**src/hw/rtl/gpio_register_block_defines.svh**
```systemverilog
// Assertion macros shared by the GPIO register block RTL.
// Modules that use them must have clk and arst_n in scope.
`ifndef GPIO_REGISTER_BLOCK_DEFINES_SVH
`define GPIO_REGISTER_BLOCK_DEFINES_SVH
`ifndef SYNTHESIS
`define GRB_ASSERT(lbl, expr) \
	lbl: assert property (@(posedge clk) disable iff (!arst_n) (expr)) \
		else $error("gpio_register_block: invariant violated");
`define GRB_ASSERT_NEXT(lbl, ante, cons) \
	lbl: assert property (@(posedge clk) disable iff (!arst_n) (ante) |=> (cons)) \
		else $error("gpio_register_block: next-cycle check failed");
`else
`define GRB_ASSERT(lbl, expr)
`define GRB_ASSERT_NEXT(lbl, ante, cons)
`endif
`endif

```
**src/hw/rtl/gpiorb_pkg.sv**
```systemverilog
// Package for the GPIO register block: sizes, register offsets, access codes,
// the transaction and result structs, and the function-select mask helper.
// No dependencies.
package gpiorb_pkg;

	localparam int NUM_PINS      = 54;
	localparam int FSEL_WORDS    = 6;
	localparam int FSEL_PER_WORD = 10;
	localparam int FSEL_BITS     = 3;
	localparam int FSEL_USED_W   = FSEL_PER_WORD * FSEL_BITS;
	localparam int WORD_W        = 32;
	localparam int SLOT_W        = 2 * WORD_W;
	localparam int LEVEL_W       = 54;
	localparam int OFS_W         = 6;
	localparam int PIN_W         = 6;
	localparam int PULL_W        = 2;

	localparam logic [SLOT_W-1:0] PIN_MASK = (SLOT_W'(1) << NUM_PINS) - SLOT_W'(1);

	localparam logic OP_READ  = 1'b0;
	localparam logic OP_WRITE = 1'b1;

	localparam logic [OFS_W-1:0] OFS_FSEL_FIRST = 6'd0;
	localparam logic [OFS_W-1:0] OFS_FSEL_LAST  = 6'd5;
	localparam logic [OFS_W-1:0] OFS_SET0       = 6'd7;
	localparam logic [OFS_W-1:0] OFS_SET1       = 6'd8;
	localparam logic [OFS_W-1:0] OFS_CLR0       = 6'd10;
	localparam logic [OFS_W-1:0] OFS_CLR1       = 6'd11;
	localparam logic [OFS_W-1:0] OFS_PUD        = 6'd37;
	localparam logic [OFS_W-1:0] OFS_PUDCLK0    = 6'd38;
	localparam logic [OFS_W-1:0] OFS_PUDCLK1    = 6'd39;

	typedef struct packed {
		logic              opcode;
		logic [OFS_W-1:0]  word_offset;
		logic [WORD_W-1:0] write_data;
		logic [PIN_W-1:0]  probe_pin;
	} access_t;

	typedef struct packed {
		logic [WORD_W-1:0]  read_data;
		logic               bad_offset;
		logic [LEVEL_W-1:0] output_levels;
		logic [PULL_W-1:0]  probe_pull;
	} result_t;

	// Bits of a function-select word that belong to pins that exist.
	function automatic logic [FSEL_USED_W-1:0] fsel_mask(input int word);
		logic [FSEL_USED_W-1:0] m;
		m = '0;
		for (int k = 0; k < FSEL_PER_WORD; k++) begin
			if (word * FSEL_PER_WORD + k < NUM_PINS) begin
				m[k*FSEL_BITS +: FSEL_BITS] = '1;
			end
		end
		return m;
	endfunction

endpackage

```
**src/hw/rtl/gpiorb_in_reg.sv**
```systemverilog
// Input register of the GPIO register block: captures one bus transaction.
// Depends on gpiorb_pkg.
module gpiorb_in_reg import gpiorb_pkg::*; (
	input  logic    clk,
	input  logic    arst_n,
	input  logic    in_valid,
	output logic    in_ready,
	input  access_t in_acc,
	input  logic    advance,
	output logic    valid_s1,
	output access_t acc_s1
);

	// The held transaction leaves whenever the result stage takes it.
	assign in_ready = !valid_s1 || advance;

	always_ff @(posedge clk or negedge arst_n) begin
		if (!arst_n) begin
			valid_s1 <= 1'b0;
		end else if (in_ready) begin
			valid_s1 <= in_valid;
		end
	end

	always_ff @(posedge clk) begin
		if (in_ready && in_valid) begin
			acc_s1 <= in_acc;
		end
	end

endmodule

```
**src/hw/rtl/gpiorb_regfile.sv**
```systemverilog
// Register state of the GPIO register block and the single-pass access logic.
// Depends on gpiorb_pkg and gpio_register_block_defines.svh.
`include "gpio_register_block_defines.svh"
module gpiorb_regfile import gpiorb_pkg::*; (
	input  logic    clk,
	input  logic    arst_n,
	input  logic    en,
	input  access_t acc,
	output result_t res
);

	logic [FSEL_USED_W-1:0] fsel_q [FSEL_WORDS];
	logic [SLOT_W-1:0]      latch_q;
	logic [PULL_W-1:0]      pud_q;
	logic [WORD_W-1:0]      pclk0_q;
	logic [WORD_W-1:0]      pclk1_q;
	logic [PULL_W-1:0]      pull_q [NUM_PINS];

	logic [SLOT_W-1:0]      latch_d;
	logic [PULL_W-1:0]      pud_d;
	logic [WORD_W-1:0]      pclk0_d;
	logic [WORD_W-1:0]      pclk1_d;
	logic [SLOT_W-1:0]      pclk_all;
	logic [PULL_W-1:0]      pull_d [NUM_PINS];
	logic                   do_latch;
	logic                   is_write;
	logic                   is_fsel;
	logic [SLOT_W-1:0]      low_bank;
	logic [SLOT_W-1:0]      high_bank;
	logic [WORD_W-1:0]      rd_data;
	logic                   bad_ofs;
	logic [PULL_W-1:0]      probe_pull;

	assign is_write  = (acc.opcode == OP_WRITE);
	assign is_fsel   = (acc.word_offset inside {[OFS_FSEL_FIRST:OFS_FSEL_LAST]});
	assign low_bank  = {{WORD_W{1'b0}}, acc.write_data} & PIN_MASK;
	assign high_bank = {acc.write_data, {WORD_W{1'b0}}} & PIN_MASK;

	always_comb begin
		latch_d  = latch_q;
		pud_d    = pud_q;
		pclk0_d  = pclk0_q;
		pclk1_d  = pclk1_q;
		do_latch = 1'b0;
		rd_data  = '0;
		bad_ofs  = 1'b0;
		if (is_fsel) begin
			for (int w = 0; w < FSEL_WORDS; w++) begin
				if (acc.word_offset == OFS_W'(w) && !is_write) begin
					rd_data = WORD_W'(fsel_q[w]);
				end
			end
		end else if (acc.word_offset == OFS_SET0) begin
			if (is_write) latch_d = latch_q | low_bank;
		end else if (acc.word_offset == OFS_SET1) begin
			if (is_write) latch_d = latch_q | high_bank;
		end else if (acc.word_offset == OFS_CLR0) begin
			if (is_write) latch_d = latch_q & ~low_bank;
		end else if (acc.word_offset == OFS_CLR1) begin
			if (is_write) latch_d = latch_q & ~high_bank;
		end else if (acc.word_offset == OFS_PUD) begin
			if (is_write) begin
				pud_d    = acc.write_data[PULL_W-1:0];
				do_latch = 1'b1;
			end else begin
				rd_data = WORD_W'(pud_q);
			end
		end else if (acc.word_offset == OFS_PUDCLK0) begin
			if (is_write) begin
				pclk0_d  = low_bank[WORD_W-1:0];
				do_latch = 1'b1;
			end else begin
				rd_data = pclk0_q;
			end
		end else if (acc.word_offset == OFS_PUDCLK1) begin
			if (is_write) begin
				pclk1_d  = high_bank[SLOT_W-1:WORD_W];
				do_latch = 1'b1;
			end else begin
				rd_data = pclk1_q;
			end
		end else begin
			bad_ofs = 1'b1;
		end
	end

	// Pins whose pull-clock bit is held take the pull code on a PUD or PUDCLK write.
	assign pclk_all = {pclk1_d, pclk0_d};

	always_comb begin
		probe_pull = '0;
		for (int p = 0; p < NUM_PINS; p++) begin
			pull_d[p] = (do_latch && pclk_all[p]) ? pud_d : pull_q[p];
			if (acc.probe_pin == PIN_W'(p)) begin
				probe_pull = pull_d[p];
			end
		end
	end

	assign res = '{read_data: rd_data, bad_offset: bad_ofs,
		output_levels: latch_d[LEVEL_W-1:0], probe_pull: probe_pull};

	always_ff @(posedge clk or negedge arst_n) begin
		if (!arst_n) begin
			for (int w = 0; w < FSEL_WORDS; w++) begin
				fsel_q[w] <= '0;
			end
			for (int p = 0; p < NUM_PINS; p++) begin
				pull_q[p] <= '0;
			end
			latch_q <= '0;
			pud_q   <= '0;
			pclk0_q <= '0;
			pclk1_q <= '0;
		end else if (en) begin
			for (int w = 0; w < FSEL_WORDS; w++) begin
				if (is_write && acc.word_offset == OFS_W'(w)) begin
					fsel_q[w] <= acc.write_data[FSEL_USED_W-1:0] & fsel_mask(w);
				end
			end
			for (int p = 0; p < NUM_PINS; p++) begin
				pull_q[p] <= pull_d[p];
			end
			latch_q <= latch_d;
			pud_q   <= pud_d;
			pclk0_q <= pclk0_d;
			pclk1_q <= pclk1_d;
		end
	end

	`GRB_ASSERT(a_latch_no_missing_pins, (latch_q & ~PIN_MASK) == '0)
	`GRB_ASSERT(a_pclk_no_missing_pins, ({pclk1_q, pclk0_q} & ~PIN_MASK) == '0)
	`GRB_ASSERT(a_bad_reads_zero, !en || !res.bad_offset || res.read_data == '0)
	`GRB_ASSERT_NEXT(a_clr_all_low_bank,
		en && is_write && acc.word_offset == OFS_CLR0 && acc.write_data == '1,
		latch_q[WORD_W-1:0] == '0)
	`GRB_ASSERT_NEXT(a_pud_write_kept,
		en && is_write && acc.word_offset == OFS_PUD,
		pud_q == $past(acc.write_data[PULL_W-1:0]))

endmodule

```
**src/hw/rtl/gpiorb_out_reg.sv**
```systemverilog
// Result register of the GPIO register block: holds one result until taken.
// Depends on gpiorb_pkg.
module gpiorb_out_reg import gpiorb_pkg::*; (
	input  logic    clk,
	input  logic    arst_n,
	input  logic    valid_s1,
	input  result_t res,
	output logic    advance,
	output logic    out_valid,
	input  logic    out_ready,
	output result_t res_s2
);

	// A new result may enter when the register is empty or being emptied.
	assign advance = valid_s1 && (!out_valid || out_ready);

	always_ff @(posedge clk or negedge arst_n) begin
		if (!arst_n) begin
			out_valid <= 1'b0;
		end else if (!out_valid || out_ready) begin
			out_valid <= valid_s1;
		end
	end

	always_ff @(posedge clk) begin
		if (advance) begin
			res_s2 <= res;
		end
	end

endmodule

```
**src/hw/rtl/gpio_register_block.sv**
```systemverilog
// GPIO register block: a register bank with one bus access per transaction.
// Usage:
//   The slave channel (s_tvalid/s_tready/s_tdata/s_tuser) takes one register
//   access per transaction: s_tuser is the access kind (0 read, 1 write) and
//   s_tdata carries the word offset, the write data and a probe pin.
//   The master channel (m_tvalid/m_tready/m_tdata) returns exactly one result
//   per access: read data, a bad-offset flag, the output latch of all pins
//   after the access and the latched pull code of the probed pin.
//   From acceptance to m_tvalid the access sits in the input register, then the
//   decode and state update load the result register.
//   Throughput is one transaction per cycle while m_tready is high; the
//   whole access is a parallel decode and bit update, so nothing in the datapath iterates.
//   When m_tready is low the result register holds its contents, the input
//   register fills, and s_tready then drops until the result is taken; the
//   register state only changes when an access moves into the result register.
//   Reset (arst_n low) clears both valid flags, all function selects, the
//   output latch, the pull code, the pull-clock words and every pin's pull state.
// Depends on gpiorb_pkg, gpiorb_in_reg, gpiorb_regfile and gpiorb_out_reg.
module gpio_register_block import gpiorb_pkg::*; (
	input  logic        clk,
	input  logic        arst_n,
	input  logic        s_tvalid,
	output logic        s_tready,
	input  logic [47:0] s_tdata,  // word_offset[5:0], write_data[37:6], probe_pin[43:38], zero
	input  logic        s_tuser,  // opcode
	output logic        m_tvalid,
	input  logic        m_tready,
	output logic [95:0] m_tdata   // read_data[31:0], bad_offset[32], output_levels[86:33],
	                              // probe_pull[88:87], zero
);

	access_t in_acc;
	access_t acc_s1;
	result_t res;
	result_t res_s2;
	logic    valid_s1;
	logic    advance;

	assign in_acc.opcode      = s_tuser;
	assign in_acc.word_offset = s_tdata[5:0];
	assign in_acc.write_data  = s_tdata[37:6];
	assign in_acc.probe_pin   = s_tdata[43:38];

	gpiorb_in_reg u_in_reg (
		.clk      (clk),
		.arst_n   (arst_n),
		.in_valid (s_tvalid),
		.in_ready (s_tready),
		.in_acc   (in_acc),
		.advance  (advance),
		.valid_s1 (valid_s1),
		.acc_s1   (acc_s1)
	);

	gpiorb_regfile u_regfile (
		.clk    (clk),
		.arst_n (arst_n),
		.en     (advance),
		.acc    (acc_s1),
		.res    (res)
	);

	gpiorb_out_reg u_out_reg (
		.clk       (clk),
		.arst_n    (arst_n),
		.valid_s1  (valid_s1),
		.res       (res),
		.advance   (advance),
		.out_valid (m_tvalid),
		.out_ready (m_tready),
		.res_s2    (res_s2)
	);

	assign m_tdata = {7'b0, res_s2.probe_pull, res_s2.output_levels, res_s2.bad_offset,
		res_s2.read_data};

endmodule

```
**config.mk**
```make
export PLATFORM = sky130hd
export DESIGN_NAME = gpio_register_block
export DESIGN_NICKNAME = d
export VERILOG_FILES = /design/src/hw/rtl/gpiorb_pkg.sv /design/src/hw/rtl/gpiorb_in_reg.sv /design/src/hw/rtl/gpiorb_regfile.sv /design/src/hw/rtl/gpiorb_out_reg.sv /design/src/hw/rtl/gpio_register_block.sv
export VERILOG_INCLUDE_DIRS = /design/src /design/src/hw/rtl
export SDC_FILE = /design/constraint.sdc
export NUM_CORES = 1
export LEC_CHECK = 0
export ABC_AREA = 1
export BUFFER_PORTS_ARGS = -buffer_cell sky130_fd_sc_hd__buf_2
export CAP_MARGIN = 20
export CORE_AREA = 4 4 214 216
export DETAILED_ROUTE_END_ITERATION = 8
export DIE_AREA = 0 0 218 220
export PLACE_DENSITY = 0.73
export SLEW_MARGIN = 15
export SYNTH_ARGS = -nofsm -noshare
export SYNTH_HDL_FRONTEND = slang
export SYNTH_SLANG_ARGS = --single-unit
```
**constraint.sdc**
```tcl
create_clock -name clk -period 3.5 [get_ports clk]
set_input_delay 0.175 -clock clk [delete_from_list [all_inputs] [get_ports clk]]
set_output_delay 0.175 -clock clk [all_outputs]
set_load 0.03 [all_outputs]
```
Word-level counts from Yosys, hierarchy flattened
Index checks and enable logic that the tools add are counted.
{ "word_totals": {"input_bits": 53, "ram_bits": 0, "output_inout_bits": 98, "memories": 0, "ff_bits": 544, "latchBits": 0, "elab_cells": 424, "romBits": 0} }
{ "op_classes": {"addsub": 0, "magnitude_cmp": 2, "shifts": 0, "mul": 0, "n_reduce_logical": 85, "n_mux": 180, "bitwise_logic": 13, "div_mod_pow": 0, "n_eq_ne": 69} }
{ "op_table": {"columns": ["cell", "n"], "rows": [
  ["two-way mux 32 bit", 17],
  ["two-way mux 64 bit", 8],
  ["two-way mux 2 bit", 116],
  ["two-way mux 22 bit", 10],
  ["two-way mux 30 bit", 6],
  ["AND 30 bit", 5],
  ["== test 6 bit (second input constant)", 25],
  ["AND 64 bit", 2],
  ["== test 6 x 5 -> 1 bit (second input constant)", 16],
  ["logical AND 1 bit", 69],
  ["== test 6 x 4 -> 1 bit (second input constant)", 11],
  ["inverter 32 -> 64 bit", 1],
  ["inverter 54 -> 64 bit", 1],
  ["OR 64 x 32 -> 64 bit", 1],
  ["OR 64 x 54 -> 64 bit", 1],
  ["two-way mux 54 bit", 1],
  ["== test 6 x 3 -> 1 bit (second input constant)", 7],
  ["two-way mux 3 bit", 12],
  ["AND 30 x 12 -> 30 bit", 1],
  ["== test 6 x 2 -> 1 bit (second input constant)", 4],
  ["== test 6 x 1 -> 1 bit (second input constant)", 2],
  ["zero test 6 bit", 2],
  ["AND reduction 2 bit", 6],
  ["two-way mux 1 bit", 10],
  ["other kinds (9)", 15]
]} }

Depth between registers and ports, before layout
{ "logic_depth": {"word_depth": 65, "depth_mapped": 37} }

Cells and area by module
From an unflattened synthesis, not the netlist that was laid out.
{ "unflattened": {"hier_cells": 2809, "hier_area_um2": 23880.4} }
{ "modules_own_cells": {"columns": ["mod", "n_inst", "seq_area_each_um2", "cells_each", "area_each_um2"], "rows": [
  ["gpiorb_regfile", 1, 9509.1, 2655, 19706.4],
  ["gpiorb_out_reg", 1, 2697.6, 95, 2721.4],
  ["gpiorb_in_reg", 1, 1376.3, 51, 1396.3],
  ["gpio_register_block", 1, 0.0, 8, 56.3]
]} }

Least setup slack after synthesis
OpenSTA, ideal clock, no wires.
{ "synth_timing": {"path_type": "reg2reg", "from": "register u_out_reg.out_valid", "to": "register, netlist name u_out_reg.res_s2[0]", "path_buffers": 1, "setup_slack_ns": -0.512, "arrival_ns": 3.523, "stages_incl_launch_ff": 5, "synth_period_minus_slack_ns": 4.012, "setup_ns": 0.488, "path_cell_list": "dfrtp_1 > nand2_1 > nand2_1 > inv_2 > clkbuf_1"} }
{ "synth_via": {"elab_chain_cells": 3} }
{ "synth_rtl": {"columns": ["element", "line", "source"], "rows": [
  ["from (decl)", "gpiorb_out_reg.sv:9", "output logic out_valid,"],
  ["from (signal assigned)", "gpiorb_out_reg.sv:21", "out_valid <= valid_s1;"],
  ["zero test 1 bit", "gpiorb_out_reg.sv:15", "assign advance = valid_s1 && (!out_valid || out_ready);"],
  ["logical OR 1 bit", "gpiorb_out_reg.sv:15", null],
  ["logical AND 1 bit", "gpiorb_out_reg.sv:15", null],
  ["via advance", "gpio_register_block.sv:37", "logic advance;"]
]} }
The timed path passes the listed nets, and every way through them passes these cells.
A chain may end at the register's enable or synchronous reset.

==> results.txt <==
Synth Flop Type: dfrtp_1
Outcome: finished with violations
Post-detailed-route wirelength per cell: 20.20 um
Sequential share of the synthesized area: 0.5705
Die area: 47,960 um2
Clock Latency Late Sink: 620 ps
Via-to-Cell Ratio: 5.659
Row cnt: 77
IO Pins: 151
Area Growth Syn to Fin: 23.49%
PD cells: 620.5 nW/um2
Grt ovf: 0
# DRC: 0
Int Pwr: 12,270 uW
LEAKAGE: 0.01342 uW
Area contributors post-synth: dfrtp_1, edfxtp_1, nand2_1, o21ai_0, inv_1
Dpl cells: 3,641
CP max stage cell: o21ai_0
Cell mode on critical path: nand2_1
Synth area leader: dfrtp_1
Worst Hold Slack: 251.7 ps
Net Switching: 5980 uW
Synth warnings: 0
Max stage delay on crit path: 520 ps
Antenna-violating nets left: 0
Layout cells sized above 1: 0.1785
Synth Cell Area: 23,810 um2
Final Cycle Share: 1.206
Filler Cell Count: 3,527
Total GRT Usage: 0.3194
Max clock buf depth: 3
Initial core utilization: 0.5420
Crit path capture type: register
Footprint of the multi-input gates: 8962 um2
TritonCTS clock tree: built
DR iter-0 viols: 2,671
Min cycle time layout: 4219 ps
Worst setup margin: -719.3 ps
Max-cap viol count: 0
Diodes inserted: 0
Worst hold path type: in2async
Sw frac: 0.3277
Chip Height: 220 um
DR pass1 iterations: 6
Crit Path Category: reg2reg
Worst Clk Skew: 28.03 ps
Clk pin slew, worst setup/hold paths: 60 ps
Post-synth top area share: 0.4015
Asr flop ratio synth: 0.7403
Gate power share: 0.239
Failing checks: negative setup slack
Pin count of the biggest net entering global routing: 285
Core ar.: 43,930 um2
Syn Inst Count: 2,807
Data required time of the worst path: 3850 ps
Final setup vio count: 2
CP max FO: 6
Syn_area_per_cell: 8.482 um2
Vias in the first global route: 21,030
Initial antenna violation count: 0
Number of distinct library cells after synthesis: 52
Storage cell area: 13,580 um2
RSZ-0062 raised after global routing: yes
H-tree depth: 2
Port-buffer cells: 139
Root Buffer Master: clkbuf_16
Worst setup SP type: register
Fin nets: 3,234
Vias: 21,580
Post-Layout Cell Count: 3,814
Slew Limit Fails: 0
Worst Max-Slew Pin Slew: 1044 ps
Peak VDD IR: 0.0004538 V
Total CTS buffers: 55
Fmax: 237.0 MHz
Post-synth EDFFs: 134
First-pass GRT wire length: 119,100 um
Max-slew headroom: 0.3040
Reg power frac: 0.453
Sink Count: 516
Chip width: 218 um
Yosys reg bits: 516
Post-DP HPWL: 53,100 um
Clock Power Share: 0.308
Critical Path AT: 4570 ps
Final hold vios: 0
Routed WL: 77,030 um
Gpl congestion: 0.9747
## worst max-delay path: cells and delay by family (launching register included)
kind            cells  cell delay, ps
compound gates      2             750
flops               1             430
simple gates       18            1650
buf+inv             8            1110
## Yosys cell counts, types with 7 or more instances
cell	count
nand2_1	840
o22ai_1	19
o211ai_1	11
o21ai_1	10
a221oi_1	12
o21ai_0	544
nand4_1	28
o2111ai_1	9
a22o_1	13
nand3_1	42
buf_4	9
buf_2	13
a31oi_1	20
buf_1	11
inv_1	214
nand3b_1	7
a21oi_1	74
inv_2	8
nor2_1	207
dfrtp_1	382
or2_2	11
edfxtp_1	134
clkbuf_1	120
## cell type report
class                   instances  area share
clock buffers                  83     0.05417
flip-flops and latches        516      0.4619
repair buffers                466      0.1209
clock inverters                15    0.004042
multi-input cells            1917      0.3048
inverters                     225     0.02898
well taps                     592     0.02519
## worst paths after layout
check                                       from                     to  slack (ps)  depth (start not counted)
min                                       arst_n  u_regfile.fsel_q[175]         250                          2
max reg2reg                  u_in_reg.acc_s1[43]    u_out_reg.res_s2[0]        -720                         28
min in group clk                     s_tdata[31]    u_in_reg.acc_s1[31]         260                          2
max in group asynchronous                 arst_n   u_regfile.fsel_q[83]        2330                          3
max                          u_in_reg.acc_s1[43]    u_out_reg.res_s2[0]        -720                         28
min reg2reg                u_regfile.latch_q[15]  u_regfile.latch_q[15]         480                          2
## cell usage in the layout, fill, tap and decap left out, drive strengths merged, types with 11 or more instances in the layout
| master | count |
|---|---|
| o22ai | 19 |
| or2 | 12 |
| inv | 225 |
| dfrtp | 382 |
| a221oi | 12 |
| o21ai | 557 |
| nor2 | 216 |
| dlygate4sd3 | 50 |
| nand2 | 843 |
| buf | 412 |
| a21oi | 75 |
| clkinv | 14 |
| a31oi | 20 |
| o211ai | 11 |
| nand4 | 28 |
| clkbuf | 85 |
| nand3 | 44 |
| edfxtp | 134 |
| a22o | 13 |
## sequential cells by signal (all words and copies together) (netlist names)
| register | cells |
|---|---|
| u_in_reg.acc_s1 | 45 |
| u_in_reg.valid_s1 | 1 |
| u_out_reg.out_valid | 1 |
| u_out_reg.res_s2 | 89 |
| u_regfile.fsel_q | 162 |
| u_regfile.latch_q | 54 |
| u_regfile.pclk0_q | 32 |
| u_regfile.pclk1_q | 22 |
| u_regfile.pud_q | 2 |
| u_regfile.pull_q | 108 |
## layer usage
layer | routed length (um) | vias up | part of all wire | GRT usage
met2 | 35880 | 1016 | 0.47 | 0.5136
li1 | - | 10050 | - | -
met3 | 6203 | 174 | 0.081 | 0.05709
met5 | 0 | - | 0 | 0
met1 | 31420 | 10350 | 0.41 | 0.4317
met4 | 3531 | 0 | 0.046 | 0.1357
## cells by family after synthesis
logic type             count (synthesis)  synth area share
flip-flops                           516            0.5705
buffers and inverters                380           0.06264
other                                  1         0.0001575
AND/OR/NAND/NOR                     1159            0.1949
AO/OA/AOI/OAI                        751            0.1718
## power groups by stage
stage	clock network (uW)	logic (uW)	registers (uW)
global placement	0	3980	8260
detailed placement	0	4090	8310
floorplan	0	2070	8560
CTS	5680	4190	8220
global route	5970	4820	8380
finish	5630	4360	8260
## repair_timing
| item | 4_1_cts | 5_1_grt |
|---|---|---|
| setup buffers | 9 | 12 |
| endpoints found under the setup margin | 2 | 2 |
| gates cloned | 2 | 2 |
| gates resized for setup | 33 | 48 |
| pin swaps | 7 | 29 |
| hold buffers | 50 | 0 |
| hold endpoints to repair | 149 | 0 |
## through the flow
stage | cell area (um2) | power [uW] | utilization | setup TNS [ps] | setup slack (ps)
final | 29400 | 18250 | 0.6693 | -1412 | -719.3
after global routing | 29400 | 19170 | 0.6693 | -2082 | -1060
after CTS | 29110 | 18090 | 0.6627 | -1195 | -604.6
after detailed placement | 26710 | 12400 | 0.6080 | -1562 | -802.9
after global placement | 26710 | 12230 | 0.6080 | -1351 | -682.7
after floorplan | 23830 | 10630 | - | 0 | 62.59
Note: power is estimated with default switching activity, not from simulation.
